==> src/rtl/s2x_pkg.sv <==
// Shared types, constants and the rule function for the Scale2x/Scale3x upscaler.
package s2x_pkg;

    localparam int PIX_W = 32;
    localparam int CRD_W = 12;
    localparam int CFG_W = 11;

    localparam logic [1:0] REG_WIDTH  = 2'd0;
    localparam logic [1:0] REG_HEIGHT = 2'd1;
    localparam logic [1:0] REG_SCALE  = 2'd2;

    localparam logic [10:0] HEIGHT_LIMIT = 11'd1024;

    typedef logic [PIX_W-1:0] t_pix;

    // One block job: the 3x3 window, block centre, scale flag and end flags.
    typedef struct packed {
        t_pix [8:0]        win;
        logic [CRD_W-1:0]  cx;
        logic [CRD_W-1:0]  cy;
        logic              f3;
        logic              last_run;
        logic              last_frame;
    } t_job;

    // Pixel k of the block, following the Scale2x/Scale3x rules.
    function automatic t_pix rule_pix(input t_pix [8:0] w, input logic f3,
                                      input logic [3:0] k);
        t_pix a, b, c, d, e, f, g, h, i;
        logic act;
        t_pix r;
        a = w[0]; b = w[1]; c = w[2];
        d = w[3]; e = w[4]; f = w[5];
        g = w[6]; h = w[7]; i = w[8];
        act = (b != h) && (d != f);
        r = e;
        if (f3) begin
            case (k)
                4'd0: if (act && d == b) r = d;
                4'd1: if (act && ((d == b && e != c) || (b == f && e != a))) r = b;
                4'd2: if (act && b == f) r = f;
                4'd3: if (act && ((d == b && e != g) || (d == h && e != a))) r = d;
                4'd5: if (act && ((b == f && e != i) || (h == f && e != c))) r = f;
                4'd6: if (act && d == h) r = d;
                4'd7: if (act && ((d == h && e != i) || (h == f && e != g))) r = h;
                4'd8: if (act && h == f) r = f;
                default: r = e;
            endcase
        end else begin
            case (k)
                4'd0: if (act && d == b) r = d;
                4'd1: if (act && b == f) r = f;
                4'd2: if (act && d == h) r = d;
                4'd3: if (act && h == f) r = f;
                default: r = e;
            endcase
        end
        return r;
    endfunction

endpackage

==> src/rtl/s2x_queue.sv <==
// Short job queue between front and back ends.
module s2x_queue #(
    parameter int DEPTH = 4
) (
    input  logic          i_clk,
    input  logic          i_rst_n,
    input  logic          i_valid,
    output logic          o_stall,
    input  s2x_pkg::t_job i_job,
    output logic          o_valid,
    input  logic          i_stall,
    output s2x_pkg::t_job o_job
);
    localparam int AW = $clog2(DEPTH);
    s2x_pkg::t_job r_mem [DEPTH];
    logic [AW-1:0] r_wp, r_rp;
    logic [AW:0]   r_cnt;
    logic wr, rd;

    assign o_stall = (r_cnt == (AW+1)'(DEPTH));
    assign o_valid = (r_cnt != '0);
    assign o_job   = r_mem[r_rp];
    assign wr = i_valid && !o_stall;
    assign rd = o_valid && !i_stall;

    always_ff @(posedge i_clk) begin
        if (wr) r_mem[r_wp] <= i_job;
    end

    always_ff @(posedge i_clk) begin
        if (!i_rst_n) begin
            r_wp <= '0; r_rp <= '0; r_cnt <= '0;
        end else begin
            if (wr) r_wp <= (r_wp == AW'(DEPTH-1)) ? '0 : r_wp + AW'(1);
            if (rd) r_rp <= (r_rp == AW'(DEPTH-1)) ? '0 : r_rp + AW'(1);
            r_cnt <= r_cnt + (AW+1)'(wr) - (AW+1)'(rd);
        end
    end
endmodule

==> config.mk <==
export PLATFORM = sky130hd
export DESIGN_NAME = s2x_queue
export DESIGN_NICKNAME = d
export VERILOG_FILES = /design/src/rtl/s2x_pkg.sv /design/src/rtl/s2x_queue.sv
export SDC_FILE = /design/constraint.sdc
export NUM_CORES = 1
export LEC_CHECK = 0
export BUFFER_PORTS_ARGS = -buffer_cell sky130_fd_sc_hd__buf_2
export CORE_MARGIN = 2
export CORE_UTILIZATION = 45
export DETAILED_ROUTE_END_ITERATION = 6
export MAX_ROUTING_LAYER = met4
export PLACE_DENSITY = 0.75
export SYNTH_ARGS = -nofsm -noshare
export SYNTH_HDL_FRONTEND = slang
export SYNTH_SLANG_ARGS = --single-unit
export TNS_END_PERCENT = 10
==> constraint.sdc <==
create_clock -name i_clk -period 12.2 [get_ports i_clk]
set_input_delay 1.22 -clock i_clk [delete_from_list [all_inputs] [get_ports i_clk]]
set_output_delay 1.22 -clock i_clk [all_outputs]
set_load 0.02 [all_outputs]
==> qor.csv <==
stage,metric,value,unit
run_status,status,"finished, final reports clean",
clocking,clock_sinks,1269,
sta,rsz0062_at_grt,no,
place,dp_cells,3645,
critical_path,crit_family,buffers and inverters,
global_route,antenna_found_initial,37,
global_route,grt_pass1_wl,138,mm
yosys,synth_top_family_by_area,multiplexers,
sta,fin_skew,0.0334,ns
critical_path,startpoint_type,flop,
critical_path,crit_fanout,61,
yosys,yosysSeqAreaShare,82.8,%
critical_path,path_class,reg2out,
yosys,synth_top_cell_by_area,edfxtp_1,
clocking,cts_resized,0,
sta,tns,0,ns
yosys,syn_inst,1696,
power,power.leakage,18.0,nW
critical_path,cp_slowest_cell,dfxtp_4,
yosys,synth_area,45900,µm²
yosys,yosysWarnings,0,
flow_run,drv_cap,0,
floorplan,ioPinCount,636,
critical_path,cp.arrival,4.14,ns
critical_path,cpPeakStageDelay,0.89,ns
yosys,muxShareOfSynthArea,15.5,%
yosys,synthTopCellsByArea,"edfxtp_1 82%, mux4_2 15%, buf_6 0.71%, dfxtp_1 0.39%, buf_2 0.38%",
floorplan,start_util,45.3,%
critical_path,crit_path_frequent_cell,buf_4,
critical_path,cp.required,10.98,ns
floorplan,die_h,323,µm
routing,wl_met1,35.3,mm
routing,first_pass_iters,6,
power,ir_drop,0.000184,V
sta,period_share,43.9,%
yosys,synth_seq_cells,1269,
routing,wire_per_inst,24.4,µm
yosys,synthSimpleGateAreaFrac,0.234,%
layout,areaGrowthSynthToFinish,19.2,%
layout,layout.cells.non_filler,3915,
place,portBuffers,635,
routing,final_antenna_net_count,0,
global_route,grt.total_usage,18.5,%
yosys,yosys.area.top_type_share,82.4,%
layout,final_cell_mix,"1260 x edfxtp_1, 635 x buf_2, 315 x mux4_2, 133 x clkbuf_16, 41 x clkinv_1",
yosys,synth_compound_area_share,0,%
layout,layout-drive-gt1-share,45.8,%
floorplan,die_width,323,µm
global_route,overflow,0,
floorplan,row_count,117,
clocking,cts_setup_buffers,0,
yosys,synthXorXnorAreaFrac,0.0381,%
routing,dr_wl_met3,6.97,mm
routing,drt_wl_total,95.6,mm
yosys,synth_fp_nets,2023,
sta,finalSetupViolCount,0,
routing,num_vias,20900,
critical_path,endpoint_kind,primary output,
floorplan,coreArea,101000,µm²
routing,drt-vias-per-instance,5.33,
yosys,synth-adder-area-share,0.234,%
clocking,path_clk_slew,0.05,ns
sta,tightest_slew,1.10,ns
place,place_congestion,0.783,
clocking,cts_root_buf,clkbuf_16,
layout,final_common_cell,edfxtp_1,
routing,drc,0,
sta,slew_viol_final,0,
clocking,cts_buffers,130,
power,power.density,218,nW/µm²
global_route,grt_max_degree,144,
routing,top_layer,met4,
clocking,clk_path_buf_depth,3,
sta,relSlewSlack,26.7,%
routing,drt_iter0_drc,1729,
yosys,syn_avg_cell_area,27.1,µm²
critical_path,worstPathCellList,buf_4 -> buf_4 -> mux4_2 -> buf_2,
place,hpwl,57.7,mm
layout,final_area,54700,µm²
yosys,synth_cell_types,17,
critical_path,crit_buf_inv,3,
routing,wl_met2,49.9,mm
place,post_dp_cell_area,50500,µm²
floorplan,die_area,105000,µm²
sta,min_period,5.36,ns
clocking,hold_buffers,0,
clocking,cts_tree,yes,
clocking,htree_levels,4,
layout,fin_nets,2736,
min_path,hp-class,reg2reg,
global_route,grt_pass1_vias,21700,
sta,fmax,187,MHz
clocking,clk_latency,0.72,ns
sta,finalHoldViolCount,0,
## tightest hold or removal path, stage by stage, from the launching register on
cell and delay [ns]:
dfxtp_1 0.31, nand2_1 0.07, mux2i_1 0.07
## registers in the layout, indices dropped and copies added (netlist names), named ones only
register	count
r_mem	1260
r_rp	2
r_cnt	3
r_wp	2
## cell families (layout without fill, tap and decap cells)
group                    after synthesis  count (layout)
flip-flops                          1269            1269
multiplexers                         319             319
buffers and inverters                 77             890
AND/OR/NAND/NOR                       21              21
adder cells (fa/ha/maj)                8               8
XOR/XNOR                               2               2
other                                  0              38
## final cells by class
cell class / instances / area, µm²
fill: 7502 / 46700
multi-input combinational: 350 / 7380
antenna: 38 / 95.1
clock buffer: 149 / 3390
sequential: 1269 / 38000
inverter: 5 / 18.8
tap: 1368 / 1710
clock inverter: 83 / 717
timing repair buffer: 653 / 3410
## cell usage after synthesis
master / number
edfxtp_1: 1260
mux4_2: 315
buf_2: 35
buf_6: 29
dfxtp_1: 9
clkbuf_1: 8
nand2_1: 8
ha_1: 7
and2_1: 6
inv_1: 5
mux2i_1: 4
nor2b_1: 3
nor2_1: 2
xnor2_1: 2
fa_1: 1
nor3b_1: 1
or3_1: 1
## path summary, 6_finish.rpt
kind                   startpoint                 endpoint  slack (ns)  cells after the start
max                          flop                o_job[79]        6.84                      4
min          r_rp[1]$_SDFFE_PN0N_                     flop        0.50                      2
max reg2reg   r_cnt[1]$_SDFF_PN0_  r_mem[2][304]$_DFFE_PP_        8.02                      5
min reg2reg  r_rp[1]$_SDFFE_PN0N_                     flop        0.50                      2
## layer usage
| layer | track usage [%] | vias to the layer above |
|---|---|---|
| li1 | - | 8883 |
| met2 | 29.5 | 786 |
| met3 | 5.38 | 182 |
| met4 | 8.87 | 0 |
| met1 | 21.6 | 11000 |
| met5 | - | - |
## report_power, final
group	internal (W)	total [W]	leakage, nW	switching (W)
Sequential	0.00530	0.00544	11.6	0.000140
Combinational	0.00104	0.00268	4.43	0.00164
Clock	0.00221	0.00380	1.99	0.00159
## metrics by stage
step	util, %	total power, W	worst slack [ns]	hold slack (ns)
floorplan	-	0.00748	2.75	0.463
CTS	53.9	0.0121	6.63	0.506
detailed placement	49.8	0.00824	7.19	0.499
global route	54.0	0.0124	6.41	0.525
finish	54.0	0.0119	6.84	0.499
global placement	49.8	0.00818	7.28	0.465
Power figures use the tool's default switching activity.
