## src/rtl/s2x_pkg.sv

```systemverilog
// Shared types, constants and the rule function for the Scale2x/Scale3x upscaler.
package s2x_pkg;

    localparam int PIX_W = 32;
    localparam int CRD_W = 12;
    localparam int CFG_W = 11;

    localparam logic [1:0] REG_WIDTH  = 2'd0;
    localparam logic [1:0] REG_HEIGHT = 2'd1;
    localparam logic [1:0] REG_SCALE  = 2'd2;

    localparam logic [10:0] HEIGHT_LIMIT = 11'd1024;

    typedef logic [PIX_W-1:0] t_pix;

    // One block job: the 3x3 window, block centre, scale flag and end flags.
    typedef struct packed {
        t_pix [8:0]        win;
        logic [CRD_W-1:0]  cx;
        logic [CRD_W-1:0]  cy;
        logic              f3;
        logic              last_run;
        logic              last_frame;
    } t_job;

    // Pixel k of the block, following the Scale2x/Scale3x rules.
    function automatic t_pix rule_pix(input t_pix [8:0] w, input logic f3,
                                      input logic [3:0] k);
        t_pix a, b, c, d, e, f, g, h, i;
        logic act;
        t_pix r;
        a = w[0]; b = w[1]; c = w[2];
        d = w[3]; e = w[4]; f = w[5];
        g = w[6]; h = w[7]; i = w[8];
        act = (b != h) && (d != f);
        r = e;
        if (f3) begin
            case (k)
                4'd0: if (act && d == b) r = d;
                4'd1: if (act && ((d == b && e != c) || (b == f && e != a))) r = b;
                4'd2: if (act && b == f) r = f;
                4'd3: if (act && ((d == b && e != g) || (d == h && e != a))) r = d;
                4'd5: if (act && ((b == f && e != i) || (h == f && e != c))) r = f;
                4'd6: if (act && d == h) r = d;
                4'd7: if (act && ((d == h && e != i) || (h == f && e != g))) r = h;
                4'd8: if (act && h == f) r = f;
                default: r = e;
            endcase
        end else begin
            case (k)
                4'd0: if (act && d == b) r = d;
                4'd1: if (act && b == f) r = f;
                4'd2: if (act && d == h) r = d;
                4'd3: if (act && h == f) r = f;
                default: r = e;
            endcase
        end
        return r;
    endfunction

endpackage

```

## src/rtl/s2x_back.sv

```systemverilog
// Back end: walks job blocks, one registered output pixel per cycle unless stalled.
module s2x_back (
    input  logic          i_clk,
    input  logic          i_rst_n,
    input  logic          i_valid,
    output logic          o_stall,
    input  s2x_pkg::t_job i_job,
    output logic          o_valid,
    input  logic          i_stall,
    output s2x_pkg::t_pix o_pixel,
    output logic [11:0]   o_x,
    output logic [11:0]   o_y,
    output logic          o_last_run,
    output logic          o_last_frame
);
    logic [3:0] r_k;
    logic [1:0] r_bc, r_br;
    logic       r_ov;
    logic       last_k, out_free, step;
    logic [11:0] bx, by;

    assign out_free = !r_ov || !i_stall;
    assign last_k   = i_job.f3 ? (r_k == 4'd8) : (r_k == 4'd3);
    assign step     = i_valid && out_free;
    assign o_stall  = !(step && last_k);
    assign o_valid  = r_ov;

    // f*c computed as c + c (+ c)
    assign bx = i_job.cx + i_job.cx + (i_job.f3 ? i_job.cx : 12'd0);
    assign by = i_job.cy + i_job.cy + (i_job.f3 ? i_job.cy : 12'd0);

    always_ff @(posedge i_clk) begin
        if (step) begin
            o_pixel      <= s2x_pkg::rule_pix(i_job.win, i_job.f3, r_k);
            o_x          <= bx + {10'd0, r_bc};
            o_y          <= by + {10'd0, r_br};
            o_last_run   <= last_k && i_job.last_run;
            o_last_frame <= last_k && i_job.last_frame;
        end
    end

    always_ff @(posedge i_clk) begin
        if (!i_rst_n) begin
            r_k <= 4'd0; r_bc <= 2'd0; r_br <= 2'd0; r_ov <= 1'b0;
        end else begin
            if (step) r_ov <= 1'b1;
            else if (!i_stall) r_ov <= 1'b0;
            if (step) begin
                if (last_k) begin
                    r_k <= 4'd0; r_bc <= 2'd0; r_br <= 2'd0;
                end else begin
                    r_k <= r_k + 4'd1;
                    if (r_bc == (i_job.f3 ? 2'd2 : 2'd1)) begin
                        r_bc <= 2'd0; r_br <= r_br + 2'd1;
                    end else begin
                        r_bc <= r_bc + 2'd1;
                    end
                end
            end
        end
    end
endmodule

```

## config.mk

```make
export PLATFORM = sky130hd
export DESIGN_NAME = s2x_back
export DESIGN_NICKNAME = d
export VERILOG_FILES = /design/src/rtl/s2x_pkg.sv /design/src/rtl/s2x_back.sv
export SDC_FILE = /design/constraint.sdc
export NUM_CORES = 1
export LEC_CHECK = 0
export BUFFER_PORTS_ARGS = -buffer_cell sky130_fd_sc_hd__buf_2
export CAP_MARGIN = 30
export CORE_MARGIN = 2
export CORE_UTILIZATION = 40
export CTS_CLUSTER_SIZE = 28
export DETAILED_ROUTE_END_ITERATION = 10
export GPL_TIMING_DRIVEN = 0
export PLACE_DENSITY = 0.73
export SLEW_MARGIN = 20
export SYNTH_ARGS = -nofsm -noshare
export SYNTH_HDL_FRONTEND = slang
export SYNTH_SLANG_ARGS = --single-unit
```

## constraint.sdc

```tcl
create_clock -name i_clk -period 4.7 [get_ports i_clk]
set_input_delay 0.235 -clock i_clk [delete_from_list [all_inputs] [get_ports i_clk]]
set_output_delay 0.235 -clock i_clk [all_outputs]
set_load 0.03 [all_outputs]
```

==> results of run 1 <==
-- tightest hold or removal path, stage by stage --
cell and delay (ps):
buf_2 90, a21oi_1 30, nor2b_1 90
-- routing by layer --
metal	GRT usage, %	vias up	share of wire [%]
li1	-	5442	-
met1	43.7	5722	37
met2	59.3	927	45
met3	11.0	220	12
met4	20.8	0	6.4
met5	0	-	0
-- sequential cells by signal (all words and copies together), names as in the netlist --
signal / count
o_last_run: 1
o_y: 12
o_valid: 1
r_bc: 2
r_br: 2
o_pixel: 32
o_x: 12
o_last_frame: 1
r_k: 4
-- power groups by stage --
stage	sequential, W	clock [W]	combinational [W]
floorplan	0.000891	0	0.000691
global placement	0.000776	0	0.00128
global route	0.000767	0.000700	0.00142
detailed placement	0.000775	0	0.00130
finish	0.000762	0.000666	0.00134
CTS	0.000763	0.000677	0.00130
-- metrics by stage --
step | hold slack, ps | std cells | instance area (sq um) | setup TNS, ps
after detailed placement | 483 | 1964 | 12600 | -243
final | 132 | 1984 | 12900 | 0
after global placement | 479 | 1962 | 12600 | -72.1
after CTS | 125 | 1980 | 12900 | 0
after floorplan | 363 | 1339 | 10800 | 0
after global routing | 133 | 1984 | 12900 | 0
-- worst max path at each step --
stage,cells past startpoint,from,to
4_1_cts,18,i_job[2],o_x[11]$_DFFE_PP_
6_report,10,i_job[161],o_pixel[0]$_DFFE_PP_
3_5_place_dp,18,i_job[2],o_x[11]$_DFFE_PP_
5_1_grt,17,i_job[2],o_x[11]$_DFFE_PP_
3_3_place_gp,18,i_job[2],o_x[11]$_DFFE_PP_
2_1_floorplan,17,i_job[2],o_x[11]$_DFFE_PP_
-- cells in the final DEF (no fill, tap or decap), drive strengths merged, types with 7 or more instances in the layout --
cell type / count
a21o: 9
nor2: 32
nor3: 12
dfxtp: 9
clkbuf: 117
xnor2: 144
nand2: 59
a22oi: 20
nor4: 59
a21oi: 58
a21boi: 8
a211oi: 24
a221oi: 12
a31oi: 21
ha: 44
buf: 325
mux2: 13
o211ai: 7
o21ai: 111
mux2i: 17
a221o: 37
nand4: 47
o221a: 7
inv: 49
and2: 34
edfxtp: 58
xor2: 194
o22ai: 7
nand3: 41
-- kinds of logic after synthesis --
group / after synthesis / share of synthesized area [%]
compound gates: 357 / 22.8
xor+xnor: 338 / 27.5
fa+ha+maj: 48 / 5.85
buf+inv: 197 / 7.52
flops: 67 / 17.8
mux: 30 / 2.94
simple gates: 302 / 15.6
-- final cells by class --
type                            instances  area [sq um]  share of cell area, %
Clock inverter                          5          55.1                  0.425
Sequential cell                        67          1920                   14.8
Multi-Input combinational cell       1075          8050                   62.2
Timing Repair Buffer                  285          1440                   11.1
Tap cell                              341           427                   3.30
Clock buffer                           11           233                   1.80
Antenna cell                            4          10.0                 0.0773
Buffer                                146           619                   4.78
Inverter                               50           189                   1.46
==> summary.md, run 1 <==
| Metric | Value |
|---|---|
| Hold Path Depth | `3` |
| Final Hold Viols | `0` |
| Post-route ant nets | `0` |
| Total power | `0.00277 W` |
| Reg2reg start | `r_k[2]$_SDFFE_PN0P_` |
| Top Family by Delay on Critical Path | `compound AO/OA/AOI/OAI gates` |
| Iteration-0 DRC Markers | `1579` |
| Initial antenna violation count | `5` |
| Transition time at the pin with the least slew margin | `1050 ps` |
| Residual DRC | `0` |
| Util after Layout | `48.4%` |
| IO Port Bufs | `282` |
| Die H | `168 um` |
| Hold path endpoint | `o_valid$_SDFFE_PN0P_` |
| Clock sink count | `67` |
| Post-place setup slack | `-184 ps` |
| Vias | `12300` |
| Post-Syn Nets | `1706` |
| Distinct cells, synth | `70` |
| Slew HR | `30.2%` |
| Vias in the first global route | `11900` |
| Worst Path Arrival | `4550 ps` |
| Final worst slack | `195 ps` |
| Max-cap viol count | `0` |
| Largest net degree at the start of global routing | `40` |
| Flop pwr share | `27.5%` |
| Final Skew | `13.1 ps` |
| Resize count post-CTS | `0` |
| Status | `finished, final reports clean` |
| Max Buffers Root-to-Sink | `2` |
| Hold Crit Start | `i_valid` |
| Crit path largest cell delay | `750 ps` |
| Cells along the critical path | `clkbuf_1 -> xor2_1 -> nor4_1 -> nand4_1 -> nor2_1 -> o22ai_4 -> a21oi_1 -> clkbuf_1 -> o21ai_0 -> a22oi_1` |
| Setup CP Type | `in -> reg` |
| Dominant cell type by area after synthesis | `edfxtp_1` |
| Nets@finish | `2001` |
| GPL Wtd Cong | `1.14` |
| Slew Viols, Final | `0` |
| Period minus WS final | `4500 ps` |
| Wire per inst | `27.4 um` |
| Area grow syn2layout | `20.1%` |
| LEAKAGE | `5.32 nW` |
| Synthesized flop and latch total | `67` |
| Top-count cell post-synth | `xor2_1` |
| DRT Wirelength | `54.3 mm` |
| TritonCTS clock tree | `yes` |
| Sw power | `0.00114 W` |
| R2R cell count | `10` |
| Layout fillers | `2642` |
| HPWL after DPL | `44.1 mm` |
| RSZ-0062 raised after global routing | `no` |
| Top cells by area, synth | `edfxtp_1 (16%), xor2_1 (16%), xnor2_1 (12%), ha_1 (5.1%), o21ai_0 (4.6%)` |
| FFs w/ async S/R, synth | `0%` |
| Mapped Cells | `1339` |
| Synth Cell Area | `10800 sq um` |
| Min-delay worst type | `in -> reg` |
| Crit end category | `flop` |
| Maximum vdd drop | `0.175 mV` |
| DIE AREA | `28300 sq um` |
| Hold_buf cts | `0` |
| Top cells by count, synth | `xor2_1 (194), xnor2_1 (144), clkbuf_1 (105)` |
| Synth warn | `0` |
| CP max FO | `10` |
| Number of synthesized flops with an enable pin | `58` |
| Syn avg cell area | `8.05 sq um` |
| PD cells | `214 nW/um^2` |
| First-pass DRT Iterations | `6` |
| Io pins | `379` |
| Clk network pwr share | `24.1%` |
| Clock transition at path regs | `60 ps` |
| Initial Util | `40.3%` |
| Layout cells sized above 1 | `22.9%` |
| Root buffer cell | `clkbuf_16` |
| R2R Path End | `o_pixel[0]$_DFFE_PP_` |
| Chip width | `168 um` |
| Worst-Skew Late Latency | `340 ps` |
| Vias per cell | `6.21` |
| Sw frac | `41.1%` |
| Synth top area share | `16.2%` |
| Worst path most repeated cell | `clkbuf_1` |
| H-tree depth | `3` |
| Grt total ovfl | `0` |
| Logic pwr share | `48.4%` |
| CP Buf/Inv Count | `2` |
| Worst setup SP type | `primary input` |
| Buffer count from post-CTS setup fixing | `0` |
| # setup viols final | `0` |
| Post-synthesis sequential area ratio | `17.8%` |
| Slowest-stage cell, CP | `clkbuf_1` |
| Max Freq | `222 MHz` |
| Ys flop type | `edfxtp_1` |
| Core ar. | `26700 sq um` |
| First-pass GRT wire length | `76.4 mm` |
| Internal | `0.00163 W` |
| Reg2Reg Setup Slack | `870 ps` |
| Fin crit share | `95.8%` |
| Overall Global Routing Usage | `36.8%` |
| Rows | `60` |
| Num CTS Buffers | `9` |
| Req. time, crit path | `4750 ps` |
(Power assumes the default switching activity.)
==> run 2: changes to the inputs <==
- BUFFER_PORTS_ARGS: -buffer_cell sky130_fd_sc_hd__buf_2 -> -buffer_cell sky130_fd_sc_hd__clkbuf_2
==> run 2 against run 1 <==
  * Via count rose by 0.76%
  * Combinational power hardly changed
  * Critical path depth up 7
  * Cell count is 0.10% higher
  * Sequential cell count is the same
  * Global-route usage fell by 0.17 points
  * Non-clock buffer count up 1
  * Routed wire length is 0.97% lower
  * Register-to-register slack gained 200 ps
  * Setup slack better by 220 ps
  * Hold slack about the same
  * Die area unchanged
  * Critical path type unchanged
  * Critical endpoint is now o_x[11]$_DFFE_PP_
  * Highest routed layer unchanged
==> summary.md, run 2 (synthesis gave the netlist of run 1 again) <==
| Metric | Value |
|---|---|
| Status | `finished, final reports clean` |
| Clock sink count | `67` |
| Chip width | `168 um` |
| Flop pwr share | `26.9%` |
| Root buffer cell | `clkbuf_16` |
| # setup viols final | `0` |
| LEAKAGE | `5.40 nW` |
| Crit path largest cell delay | `510 ps` |
| Final worst slack | `420 ps` |
| TritonCTS clock tree | `yes` |
| First-pass DRT Iterations | `9` |
| Rows | `60` |
| DIE AREA | `28300 sq um` |
| GPL Wtd Cong | `1.11` |
| Setup CP Type | `in -> reg` |
| Residual DRC | `0` |
| Wire per inst | `27.1 um` |
| Slew HR | `38.0%` |
| Grt total ovfl | `0` |
| Clk network pwr share | `25.9%` |
| Maximum vdd drop | `0.175 mV` |
| Max-cap viol count | `0` |
| Fin crit share | `91.1%` |
| Min-delay worst type | `in -> reg` |
| Slew Viols, Final | `0` |
| Die H | `168 um` |
| Total power | `0.00284 W` |
| Initial Util | `40.3%` |
| H-tree depth | `3` |
| Util after Layout | `48.6%` |
| Io pins | `379` |
| Vias per cell | `6.25` |
| Leading cell type in the layout, fill and taps excluded | `clkbuf_2` |
| HPWL after DPL | `44.2 mm` |
| Top reg by flops | `o_pixel` |
| Post-DP Area | `12600 sq um` |
| Post-route ant nets | `0` |
| Final Hold Viols | `0` |
| CP max FO | `16` |
| Overall Global Routing Usage | `36.6%` |
| Worst setup SP type | `primary input` |
| Buffer count from post-CTS setup fixing | `0` |
| Reg2Reg Setup Slack | `1070 ps` |
| Req. time, crit path | `4920 ps` |
| Num CTS Buffers | `9` |
| Iteration-0 DRC Markers | `1649` |
| Max Freq | `234 MHz` |
| Crit end category | `flop` |
| Initial antenna violation count | `6` |
| Most frequent cells in the layout | `clkbuf_2 (286), xor2_1 (194), xnor2_1 (144)` |
| Internal | `0.00168 W` |
| First-pass GRT wire length | `76.5 mm` |
| Nets@finish | `2002` |
| Final Skew | `15.6 ps` |
| Slowest-stage cell, CP | `or4_1` |
| Max FFs per register | `32` |
| Worst Path Arrival | `4500 ps` |
| Transition time at the pin with the least slew margin | `931 ps` |
| Layout cells sized above 1 | `22.9%` |
| Logic pwr share | `47.2%` |
| Cells along the critical path | `clkbuf_2 -> clkbuf_1 -> clkbuf_1 -> and2_1 -> fa_1 -> ha_1 -> inv_1 -> fa_1 -> nor2b_1 -> o21ai_0 -> a21boi_0 -> o21ai_0 -> a21boi_0 -> o21ai_0 -> a21boi_0 -> or4_1 -> nand3_1` |
| Max Buffers Root-to-Sink | `2` |
| DRT Wirelength | `53.8 mm` |
| Vias | `12400` |
| Hold_buf cts | `0` |
| Vias in the first global route | `11800` |
| Hold WS | `132 ps` |
| Core ar. | `26700 sq um` |
| IO Port Bufs | `282` |
| Period minus WS final | `4280 ps` |
| Largest regs | `o_pixel (32), o_x (12), o_y (12)` |
| Sw frac | `40.6%` |
| PD cells | `218 nW/um^2` |
| Worst-Skew Late Latency | `350 ps` |
| Post-place setup slack | `-211 ps` |
| RSZ-0062 raised after global routing | `no` |
| Cell area after layout | `13000 sq um` |
| Clock transition at path regs | `60 ps` |
| Largest net degree at the start of global routing | `38` |
| Area grow syn2layout | `20.4%` |
| Sw power | `0.00115 W` |
==> run 2: critical path, delay by kind of cell <==
family          cells  cell delay (ps)
compound gates      6             1220
fa+ha+maj           3              850
buf+inv             4             1300
simple gates        4              880
==> run 2: path summary, 6_finish.rpt <==
| check | startpoint | endpoint | cells after the start |
|---|---|---|---|
| worst max-delay path | i_job[2] | o_x[11]$_DFFE_PP_ | 17 |
| worst min-delay path | i_valid | o_valid$_SDFFE_PN0P_ | 3 |
| worst max register to register | r_k[2]$_SDFFE_PN0P_ | o_pixel[23]$_DFFE_PP_ | 10 |
| worst min register to register | r_k[1]$_SDFFE_PN0P_ | r_k[1]$_SDFFE_PN0P_ | 2 |
==> run 2: area by class of cell <==
class                   instances  area (sq um)
fillers                      2695         13700
multi-input cells            1075          8050
well taps                     341           427
plain buffers                 146           619
flip-flops and latches         67          1920
clock buffers                  11           233
inverters                      50           189
repair buffers                286          1450
diodes                          5          12.5
clock inverters                 5          77.6
==> run 2: metrics by stage <==
stage	TNS, ps	instances
floorplan	0	1339
detailed placement	-299	1963
CTS	0	1979
global route	0	1986
finish	0	1986
global placement	-52.2	1962
==> run 2: power by group through the flow <==
stage	registers, W	clock network (W)	logic [W]
3_3_place_gp	0.000777	0	0.00128
2_1_floorplan	0.000891	0	0.000691
5_1_grt	0.000769	0.000765	0.00142
6_report	0.000764	0.000735	0.00134
3_5_place_dp	0.000776	0	0.00130
4_1_cts	0.000764	0.000741	0.00130
==> run 2: layer usage <==
layer / track usage, % / routed length [um]
met3: 8.86 / 6150
met1: 45.0 / 20100
met2: 60.6 / 24800
met5: 0 / 0
met4: 17.1 / 2710
==> run 2: timing repair <==
item | CTS | global route
endpoints found under the hold margin | 0 | 0
gates resized for setup | 0 | 0
endpoints found under the setup margin | 0 | 2
